$ cat src/rtl/spht_pkg.sv
`default_nettype none
package spht_pkg;

  localparam int unsigned TableEntries = 16;
  localparam int unsigned IdxW         = $clog2(TableEntries);
  localparam int unsigned UsedW        = $clog2(TableEntries + 1);
  localparam int unsigned ValW         = 48;
  localparam int unsigned TagW         = 15;
  localparam int unsigned CntW         = 16;
  localparam int unsigned WordW        = 64;
  localparam int unsigned SlotW        = 4;
  localparam int unsigned OutW         = 152;
  localparam int unsigned QueueDepth   = 2;
  localparam int unsigned QPtrW        = $clog2(QueueDepth);
  localparam int unsigned QCntW        = $clog2(QueueDepth + 1);

  // configuration register indexes
  localparam logic [1:0] REG_HEAP_ID_TAG   = 2'd0;
  localparam logic [1:0] REG_HEAP_SIZE_TAG = 2'd1;
  localparam logic [1:0] REG_PAYLOAD_TAG   = 2'd2;

  typedef struct packed {
    logic [TagW-1:0] id_tag;
    logic [TagW-1:0] size_tag;
    logic [TagW-1:0] payload_tag;
  } tags_t;

  // one finished packet header, handed from front to back
  typedef struct packed {
    logic [ValW-1:0] ident;
    logic [ValW-1:0] size;
    logic [ValW-1:0] payload;
  } job_t;

endpackage
`default_nettype wire

$ cat src/rtl/spead_heap_progress_tracker_unit.sv
`default_nettype none
// Tracks progress of SPEAD heaps from packet header words. The input stream takes one
// 64-bit header word per item (tuser marks a packet's first word, whose low 16 bits give
// the item count); the front end accepts a word every cycle while its two-entry job queue
// has room. When a packet's last item word arrives, its latched heap id, heap size and
// payload length go to the back end. Its lookup state does a parallel compare of the id
// against the live entries of the 16-entry table, and its update state then does the
// read-modify-write of the matching or newly inserted entry. It takes no new packet until
// the last is through, and a result waits in an output register without stalling the
// lookup of the next one. Tag registers are written over APB at 0x0, 0x4 and 0x8.
module spead_heap_progress_tracker_unit
  import spht_pkg::*;
(
  input  wire logic                clk_i,
  input  wire logic                rst_ni,
  input  wire logic                s_axis_tvalid,
  output logic                     s_axis_tready,
  input  wire logic [WordW-1:0]    s_axis_tdata,  // header_word
  input  wire logic                s_axis_tuser,  // first_word
  output logic                     m_axis_tvalid,
  input  wire logic                m_axis_tready,
  // heap_ident, heap_total, bytes_left, slot, new_heap, table_full, underflow, 1 pad
  output logic [OutW-1:0]          m_axis_tdata,
  input  wire logic                psel,
  input  wire logic                penable,
  input  wire logic                pwrite,
  input  wire logic [3:0]          paddr,
  input  wire logic [31:0]         pwdata,
  output logic [31:0]              prdata,
  output logic                     pready
);

  tags_t      tags_q, tags_d;
  logic [1:0] reg_idx;
  logic       cfg_wr;
  job_t       push_job;
  job_t       head_job;
  logic       push;
  logic       pop;
  logic       q_empty;
  logic       q_full;

  assign pready  = 1'b1;
  assign reg_idx = paddr[3:2];
  assign cfg_wr  = psel && penable && pwrite;

  always_comb begin
    tags_d = tags_q;
    if (cfg_wr) begin
      unique case (reg_idx)
        REG_HEAP_ID_TAG:   tags_d.id_tag      = pwdata[TagW-1:0];
        REG_HEAP_SIZE_TAG: tags_d.size_tag    = pwdata[TagW-1:0];
        REG_PAYLOAD_TAG:   tags_d.payload_tag = pwdata[TagW-1:0];
        default: ;
      endcase
    end
  end

  always_comb begin
    unique case (reg_idx)
      REG_HEAP_ID_TAG:   prdata = 32'(tags_q.id_tag);
      REG_HEAP_SIZE_TAG: prdata = 32'(tags_q.size_tag);
      REG_PAYLOAD_TAG:   prdata = 32'(tags_q.payload_tag);
      default:           prdata = '0;
    endcase
  end

  always_ff @(posedge clk_i or negedge rst_ni) begin
    if (!rst_ni) begin
      tags_q.id_tag      <= TagW'(1);
      tags_q.size_tag    <= TagW'(2);
      tags_q.payload_tag <= TagW'(4);
    end else begin
      tags_q <= tags_d;
    end
  end

  spht_front u_front (
    .clk_i        (clk_i),
    .rst_ni       (rst_ni),
    .in_valid_i   (s_axis_tvalid),
    .in_word_i    (s_axis_tdata),
    .in_first_i   (s_axis_tuser),
    .in_ready_o   (s_axis_tready),
    .tags_i       (tags_q),
    .queue_full_i (q_full),
    .push_o       (push),
    .job_o        (push_job)
  );

  spht_queue u_queue (
    .clk_i       (clk_i),
    .rst_ni      (rst_ni),
    .push_i      (push),
    .push_data_i (push_job),
    .pop_i       (pop),
    .head_o      (head_job),
    .empty_o     (q_empty),
    .full_o      (q_full)
  );

  spht_back u_back (
    .clk_i       (clk_i),
    .rst_ni      (rst_ni),
    .head_i      (head_job),
    .empty_i     (q_empty),
    .pop_o       (pop),
    .out_valid_o (m_axis_tvalid),
    .out_ready_i (m_axis_tready),
    .out_data_o  (m_axis_tdata)
  );

endmodule
`default_nettype wire

$ cat src/rtl/spht_queue.sv
`default_nettype none
module spht_queue
  import spht_pkg::*;
(
  input  wire logic clk_i,
  input  wire logic rst_ni,
  input  wire logic push_i,
  input  wire job_t push_data_i,
  input  wire logic pop_i,
  output job_t      head_o,
  output logic      empty_o,
  output logic      full_o
);

  job_t              mem_q [QueueDepth];
  logic [QPtrW-1:0]  wr_ptr_q, wr_ptr_d;
  logic [QPtrW-1:0]  rd_ptr_q, rd_ptr_d;
  logic [QCntW-1:0]  cnt_q, cnt_d;

  assign empty_o = (cnt_q == '0);
  assign full_o  = (cnt_q == QCntW'(QueueDepth));
  assign head_o  = mem_q[rd_ptr_q];

  always_comb begin
    wr_ptr_d = wr_ptr_q;
    rd_ptr_d = rd_ptr_q;
    cnt_d    = cnt_q;
    if (push_i) begin
      wr_ptr_d = (wr_ptr_q == QPtrW'(QueueDepth - 1)) ? '0 : wr_ptr_q + 1'b1;
    end
    if (pop_i) begin
      rd_ptr_d = (rd_ptr_q == QPtrW'(QueueDepth - 1)) ? '0 : rd_ptr_q + 1'b1;
    end
    if (push_i && !pop_i) begin
      cnt_d = cnt_q + 1'b1;
    end else if (pop_i && !push_i) begin
      cnt_d = cnt_q - 1'b1;
    end
  end

  always_ff @(posedge clk_i or negedge rst_ni) begin
    if (!rst_ni) begin
      wr_ptr_q <= '0;
      rd_ptr_q <= '0;
      cnt_q    <= '0;
    end else begin
      wr_ptr_q <= wr_ptr_d;
      rd_ptr_q <= rd_ptr_d;
      cnt_q    <= cnt_d;
    end
  end

  always_ff @(posedge clk_i) begin
    if (push_i) begin
      mem_q[wr_ptr_q] <= push_data_i;
    end
  end

endmodule
`default_nettype wire

$ cat src/rtl/spht_front.sv
`default_nettype none
module spht_front
  import spht_pkg::*;
(
  input  wire logic             clk_i,
  input  wire logic             rst_ni,
  input  wire logic             in_valid_i,
  input  wire logic [WordW-1:0] in_word_i,
  input  wire logic             in_first_i,
  output logic                  in_ready_o,
  input  wire tags_t            tags_i,
  input  wire logic             queue_full_i,
  output logic                  push_o,
  output job_t                  job_o
);

  logic [CntW-1:0] items_q, items_d;
  logic            in_header_q, in_header_d;
  logic [ValW-1:0] ident_q, ident_d;
  logic [ValW-1:0] size_q, size_d;
  logic [ValW-1:0] payload_q, payload_d;
  logic            accept;
  logic [TagW-1:0] tag;
  logic [ValW-1:0] val;

  assign in_ready_o = !queue_full_i;
  assign accept     = in_valid_i && in_ready_o;
  assign tag        = in_word_i[WordW-2 -: TagW];
  assign val        = in_word_i[ValW-1:0];

  always_comb begin
    items_d     = items_q;
    in_header_d = in_header_q;
    ident_d     = ident_q;
    size_d      = size_q;
    payload_d   = payload_q;
    push_o      = 1'b0;
    if (accept) begin
      if (in_first_i) begin
        items_d   = in_word_i[CntW-1:0];
        ident_d   = '0;
        size_d    = '0;
        payload_d = '0;
        if (in_word_i[CntW-1:0] == '0) begin
          // empty header ends at once
          in_header_d = 1'b0;
          push_o      = 1'b1;
        end else begin
          in_header_d = 1'b1;
        end
      end else if (in_header_q) begin
        if (tag == tags_i.id_tag)      ident_d   = val;
        if (tag == tags_i.size_tag)    size_d    = val;
        if (tag == tags_i.payload_tag) payload_d = val;
        items_d = items_q - 1'b1;
        if (items_q == CntW'(1)) begin
          in_header_d = 1'b0;
          push_o      = 1'b1;
        end
      end
    end
  end

  assign job_o.ident   = ident_d;
  assign job_o.size    = size_d;
  assign job_o.payload = payload_d;

  always_ff @(posedge clk_i or negedge rst_ni) begin
    if (!rst_ni) begin
      items_q     <= '0;
      in_header_q <= 1'b0;
      ident_q     <= '0;
      size_q      <= '0;
      payload_q   <= '0;
    end else begin
      items_q     <= items_d;
      in_header_q <= in_header_d;
      ident_q     <= ident_d;
      size_q      <= size_d;
      payload_q   <= payload_d;
    end
  end

`ifndef ASSERT_OFF
  a_open_has_items: assert property (@(posedge clk_i) disable iff (!rst_ni)
    in_header_q |-> items_q != '0)
    else $error("open header with zero items left");

  a_no_push_when_full: assert property (@(posedge clk_i) disable iff (!rst_ni)
    queue_full_i |-> !push_o)
    else $error("job pushed into full queue");

  a_push_closes: assert property (@(posedge clk_i) disable iff (!rst_ni)
    push_o |=> !in_header_q)
    else $error("header still open after packet end");
`endif

endmodule
`default_nettype wire

$ cat src/rtl/spht_back.sv
`default_nettype none
module spht_back
  import spht_pkg::*;
(
  input  wire logic            clk_i,
  input  wire logic            rst_ni,
  input  wire job_t            head_i,
  input  wire logic            empty_i,
  output logic                 pop_o,
  output logic                 out_valid_o,
  input  wire logic            out_ready_i,
  output logic [OutW-1:0]      out_data_o
);

  localparam logic ST_LOOK = 1'b0;
  localparam logic ST_UPDT = 1'b1;

  logic             state_q, state_d;
  logic [ValW-1:0]  ident_tbl_q [TableEntries];
  logic [ValW-1:0]  size_tbl_q  [TableEntries];
  logic [ValW-1:0]  left_tbl_q  [TableEntries];
  logic [UsedW-1:0] used_q, used_d;
  job_t             job_q;
  logic             found_q, found_d;
  logic [IdxW-1:0]  hit_q, hit_d;
  logic             out_valid_q, out_valid_d;
  logic [OutW-1:0]  out_data_q, out_data_d;

  logic             can_emit;
  logic             is_full;
  logic [IdxW-1:0]  idx;
  logic [ValW-1:0]  base;
  logic             under;
  logic [ValW-1:0]  left;
  logic [ValW-1:0]  total;
  logic             wr_en;

  assign can_emit = !out_valid_q || out_ready_i;
  assign is_full  = !found_q && (used_q >= UsedW'(TableEntries));
  assign idx      = found_q ? hit_q : used_q[IdxW-1:0];
  assign base     = found_q ? left_tbl_q[hit_q] : job_q.size;
  assign total    = found_q ? size_tbl_q[hit_q] : job_q.size;
  assign under    = job_q.payload > base;
  assign left     = under ? '0 : base - job_q.payload;
  assign wr_en    = (state_q == ST_UPDT) && can_emit && !is_full;

  // lookup over all live entries, lowest match wins
  always_comb begin
    found_d = 1'b0;
    hit_d   = '0;
    for (int i = TableEntries - 1; i >= 0; i--) begin
      if ((UsedW'(i) < used_q) && (ident_tbl_q[i] == head_i.ident)) begin
        found_d = 1'b1;
        hit_d   = IdxW'(i);
      end
    end
  end

  always_comb begin
    state_d     = state_q;
    used_d      = used_q;
    pop_o       = 1'b0;
    out_valid_d = out_valid_q && !out_ready_i;
    out_data_d  = out_data_q;
    unique case (state_q)
      ST_LOOK: begin
        if (!empty_i) begin
          pop_o   = 1'b1;
          state_d = ST_UPDT;
        end
      end
      ST_UPDT: begin
        if (can_emit) begin
          out_valid_d = 1'b1;
          state_d     = ST_LOOK;
          if (is_full) begin
            out_data_d = {1'b0, 1'b0, 1'b1, 1'b0, SlotW'(0), ValW'(0), ValW'(0), job_q.ident};
          end else begin
            out_data_d = {1'b0, under, 1'b0, !found_q, SlotW'(idx), left, total, job_q.ident};
            if (!found_q) used_d = used_q + 1'b1;
          end
        end
      end
      default: state_d = ST_LOOK;
    endcase
  end

  always_ff @(posedge clk_i or negedge rst_ni) begin
    if (!rst_ni) begin
      state_q     <= ST_LOOK;
      used_q      <= '0;
      out_valid_q <= 1'b0;
    end else begin
      state_q     <= state_d;
      used_q      <= used_d;
      out_valid_q <= out_valid_d;
    end
  end

  always_ff @(posedge clk_i) begin
    if (pop_o) begin
      job_q   <= head_i;
      found_q <= found_d;
      hit_q   <= hit_d;
    end
    out_data_q <= out_data_d;
    if (wr_en) begin
      if (!found_q) begin
        ident_tbl_q[idx] <= job_q.ident;
        size_tbl_q[idx]  <= job_q.size;
      end
      left_tbl_q[idx] <= left;
    end
  end

  assign out_valid_o = out_valid_q;
  assign out_data_o  = out_data_q;

`ifndef ASSERT_OFF
  a_used_bound: assert property (@(posedge clk_i) disable iff (!rst_ni)
    used_q <= UsedW'(TableEntries))
    else $error("entry count beyond table size");

  a_insert_counts: assert property (@(posedge clk_i) disable iff (!rst_ni)
    (wr_en && !found_q) |=> used_q == $past(used_q) + 1'b1)
    else $error("insert did not bump entry count");

  a_flags_exclusive: assert property (@(posedge clk_i) disable iff (!rst_ni)
    out_valid_q |-> !(out_data_q[148] && out_data_q[149]))
    else $error("new heap and full table both set");

  a_pop_only_look: assert property (@(posedge clk_i) disable iff (!rst_ni)
    pop_o |-> (state_q == ST_LOOK) && !empty_i)
    else $error("pop outside lookup or from empty queue");
`endif

endmodule
`default_nettype wire

$ cat config.mk
export PLATFORM = sky130hd
export DESIGN_NAME = spead_heap_progress_tracker_unit
export DESIGN_NICKNAME = d
export VERILOG_FILES = /design/src/rtl/spht_pkg.sv /design/src/rtl/spead_heap_progress_tracker_unit.sv /design/src/rtl/spht_queue.sv /design/src/rtl/spht_front.sv /design/src/rtl/spht_back.sv
export SDC_FILE = /design/constraint.sdc
export NUM_CORES = 2
export LEC_CHECK = 0
export BUFFER_PORTS_ARGS = -buffer_cell sky130_fd_sc_hd__buf_4
export CAP_MARGIN = 20
export CORE_ASPECT_RATIO = 2
export CORE_MARGIN = 2
export CORE_UTILIZATION = 30
export CTS_CLUSTER_DIAMETER = 30
export DETAILED_ROUTE_END_ITERATION = 12
export HOLD_SLACK_MARGIN = 0.12
export PLACE_DENSITY = 0.43
export SKIP_CTS_REPAIR_TIMING = 1
export SLEW_MARGIN = 10
export SYNTH_ARGS = -nofsm -noshare
export SYNTH_HDL_FRONTEND = slang
export SYNTH_SLANG_ARGS = --single-unit
$ cat constraint.sdc
create_clock -name clk_i -period 15.8 [get_ports clk_i]
set_clock_uncertainty 0.1 [all_clocks]
set_input_delay 1.58 -clock clk_i [delete_from_list [all_inputs] [get_ports clk_i]]
set_output_delay 1.58 -clock clk_i [all_outputs]
set_load 0.02 [all_outputs]
==> metrics list <==
- Status: finished clean
- Post-Synth XOR/XNOR Area: 0.0596
* Vias in the first global route: 68,400
- In this run the worst path has a maximum fanout of 67.
- Residual DRC count: 0
- Timing would allow up to 113 MHz.
* Die X-Extent: 458 um
- The smallest clock period supported by the final layout is computed as 8.85 ns.
- In the final layout, the share of cells above drive strength 1 is 0.258.
- Clock latency on the worst-skew pair, taken at its later pin, is 0.97 ns.
- Worst slew margin relative to its limit: 0.154
- The path class of the tightest hold or removal check is reg -> reg.
* Cell types with the largest area share after synthesis: edfxtp_1 (70%), mux4_2 (7.7%), xnor2_1 (4.6%)
- For the pin with the worst max-slew slack, the measured transition is 1.26 ns.
- After global routing the overflow that remains totals 0.
- Multiplexer area fraction after synthesis: 0.121
- STA classifies the critical path endpoint as a register.
- Syn. warnings: 0
- In this design, the largest share of critical-path delay is due to compound AO/OA/AOI/OAI gates.
- Hold violation count in the final report: 0
* Total routing usage reported by global routing: 0.198
- The tree is rooted in a clkbuf_16.
- Setup violators final: 0
* DP Wirelength: 258,000 um
- Unrepaired setup endpoints after global routing: false
* Die Ht: 913 um
- Crit Path Class: reg -> reg
- Worst IR drop on VDD: 144 uV
* Clock tree from TritonCTS: done
- Most repeated library cell on the critical path: buf_4
* Power density relative to cell area: 208 nW/um^2
- Clock-pin slew was measured on the worst setup and hold paths at 0.06 ns.
- Vias/cell: 4.95
- Final Slew Violations: 0
- Traced cell by cell, the critical path runs through buf_12 > buf_4 > mux4_2 > mux4_2 > mux2_2 > ha_1 > a21oi_1 > nor3b_1 > a2111oi_0 > a2111oi_2 > buf_4 > o211ai_1 > o21ai_1 > a21o_1 > a311oi_4 > buf_4 > or2_2 > buf_4 > nor2_1.
- The netlist uses 74 different library cells.
* Maximum root-to-sink buffer count: 4
- Mean Syn Cell Area: 18.7 sq um
* Type of element launching the critical path: register
- Area share of and/or/nand/nor cells after synthesis: 0.0350
- Post-synthesis instance area: 124,000 sq um
- Sequential-to-total area share from yosys stat: 0.745
* Number of ports placed on the die boundary: 295
* Largest family of logic cells by synthesized area: multiplexers
- After floorplanning, the core was divided into 333 placement rows.
- Fin Setup TNS: 0 ns
- For this run, the post-layout net count is 7,490.
- Portion of synthesized cell area occupied by the leading cell type: 0.701
- Leakage: 0.0505 uW
* First-iteration detailed-routing DRC count: 5,221
- Adder-Cell Fraction of Synth Area: 0.00542
- Final clock period utilization by the worst path: 0.560
- Entering global routing, the biggest net connects 117 pins.
* Most common library cells after synthesis: edfxtp_1 (2,892), xnor2_1 (657), mux4_2 (421)
- Level count of the clock H-tree: 5
- Initial core utilization: 0.301
- Initial antenna violation count: 56
- Synth Area in Compound Gates: 0.0195
* Number of synthesized register bits: 3,109
- At the worst endpoint, the arrival time is 9.39 ns.
* Via count: 64,800
- Number of buffers and inverters on the critical path: 5
- The first detailed-routing pass took 6 iterations.
* Number of clock buffers inserted by TritonCTS: 444
* First-pass GRT wire length: 573,000 um
- Worst Path Required: 16.34 ns
- Maximum capacitance violations: 0
- The region available for standard cell placement spans 411,000 sq um.
* Filler cell count: 38,500
- Worst-path cell with the longest stage delay: a311oi_4
- Synthesized netlist cell count: 6,631
* Library cell with the largest summed area after synthesis: edfxtp_1
- After detailed routing, the average wire length per cell comes to 32.1 um.
- The congestion estimate from routability-driven global placement came to 0.845.
* Most frequent cell after synthesis: edfxtp_1
* Share of flip-flops with an asynchronous set or reset after synthesis: 0.0698
* Number of flops mapped to enable cells by yosys: 2,892
* Area growth, synth to finish: 20.3%
- Count of nets left with antenna violations after detail routing: 0
* Leading register cell type out of synthesis: edfxtp_1
* CP max stage delay: 0.91 ns
- Final core area utilization: 0.363
- TritonCTS sink count: 3,109
* Number of buffer cells added on primary ports: 255
- The die covers 418,000 sq um.
* Final wirelength: 420,000 um
## layout make-up
type,count,area [sq um],share of cell area
Sequential cell,3109,92300,0.620
Clock buffer,498,11600,0.0778
Tap cell,5360,6710,0.0450
Antenna cell,19,47.5,0.000319
Clock inverter,327,3560,0.0239
Multi-Input combinational cell,3130,30200,0.203
Timing Repair Buffer,522,4070,0.0273
Inverter,122,478,0.00321
## cells by family (layout without fill, tap and decap cells)
logic type,count (synthesis),in the layout
flops,3109,3109
simple gates,911,911
mux,885,885
other cells,2,38
fa+ha+maj,53,53
buf+inv,409,1469
xor+xnor,843,843
compound gates,419,419
## registers in the layout, indices dropped and copies added, names as in the netlist
register / flops
u_back.used_q: 5
u_front.size_q: 48
u_queue.rd_ptr_q: 1
u_front.payload_q: 48
u_queue.cnt_q: 2
u_queue.wr_ptr_q: 1
u_back.state_q: 1
u_queue.mem_q: 288
u_front.in_header_q: 1
u_back.out_valid_o: 1
u_back.left_tbl_q: 768
u_back.out_data_o: 151
tags_q: 45
u_back.size_tbl_q: 768
u_front.items_q: 16
u_back.ident_tbl_q: 768
u_front.ident_q: 48
u_back.job_q: 144
u_back.found_q: 1
u_back.hit_q: 4
## worst paths after layout
kind | start | to | slack [ns] | depth (start not counted)
setup / recovery | u_back.hit_q[0] | u_back.out_data_o[111] | 6.95 | 19
hold / removal | u_back.job_q[112] | u_back.ident_tbl_q[1][16] | 0.34 | 0
setup reg to reg | u_back.hit_q[0] | u_back.out_data_o[111] | 6.95 | 19
hold reg to reg | u_back.job_q[112] | u_back.ident_tbl_q[1][16] | 0.34 | 0
max in group asynchronous | rst_ni | u_front.payload_q[13] | 12.59 | 3
min in group asynchronous | rst_ni | tags_q[35] | 0.59 | 1
## layer usage
| layer | global-route usage | share of wire | up-vias |
|---|---|---|---|
| li1 | - | - | 27300 |
| met1 | 0.226 | 0.38 | 35000 |
| met2 | 0.367 | 0.54 | 1832 |
| met3 | 0.0272 | 0.043 | 627 |
| met4 | 0.0786 | 0.044 | 16 |
| met5 | 0 | 0.00026 | - |
## stage by stage
step | std cells | area, sq um | hold slack (ns) | setup WS (ns) | total power (uW)
floorplan | 6648 | 124000 | 0.356 | 2.93 | 16700
global placement | 12200 | 134000 | 0.332 | 6.58 | 21100
detailed placement | 12200 | 134000 | 0.333 | 6.69 | 21200
CTS | 13100 | 149000 | 0.345 | 6.63 | 31400
global route | 13100 | 149000 | 0.349 | 6.41 | 32100
finish | 13100 | 149000 | 0.343 | 6.95 | 30900
## placed cells by master, fill, tap and decap left out, types with 19 or more instances in the layout
cell	Yosys	final
nand4_1	75	75
xnor2_1	657	657
mux4_2	421	421
o22ai_1	20	20
buf_4	39	508
inv_6	0	46
clkinv_4	0	37
nand2_1	170	169
dfrtp_1	214	213
nor2_1	347	313
clkbuf_1	135	37
clkinv_1	1	46
o21ai_0	121	118
nor3_1	56	54
clkbuf_16	0	453
bufinv_16	0	51
nor2_4	0	33
ha_1	52	52
xor2_1	186	186
edfxtp_1	2892	2892
nor4_1	173	164
mux2i_4	47	48
clkinvlp_4	0	62
a21oi_1	178	177
nand3_1	35	35
diode_2	0	19
clkinv_2	0	62
mux2_2	178	178
mux2i_1	239	238
inv_1	120	117
conb_1	2	19
## report_power, final
part	switching, uW	internal, uW
registers	433	11300
logic	6420	2710
clock network	3930	6170
No activity file was read; power rests on OpenSTA's default activity.
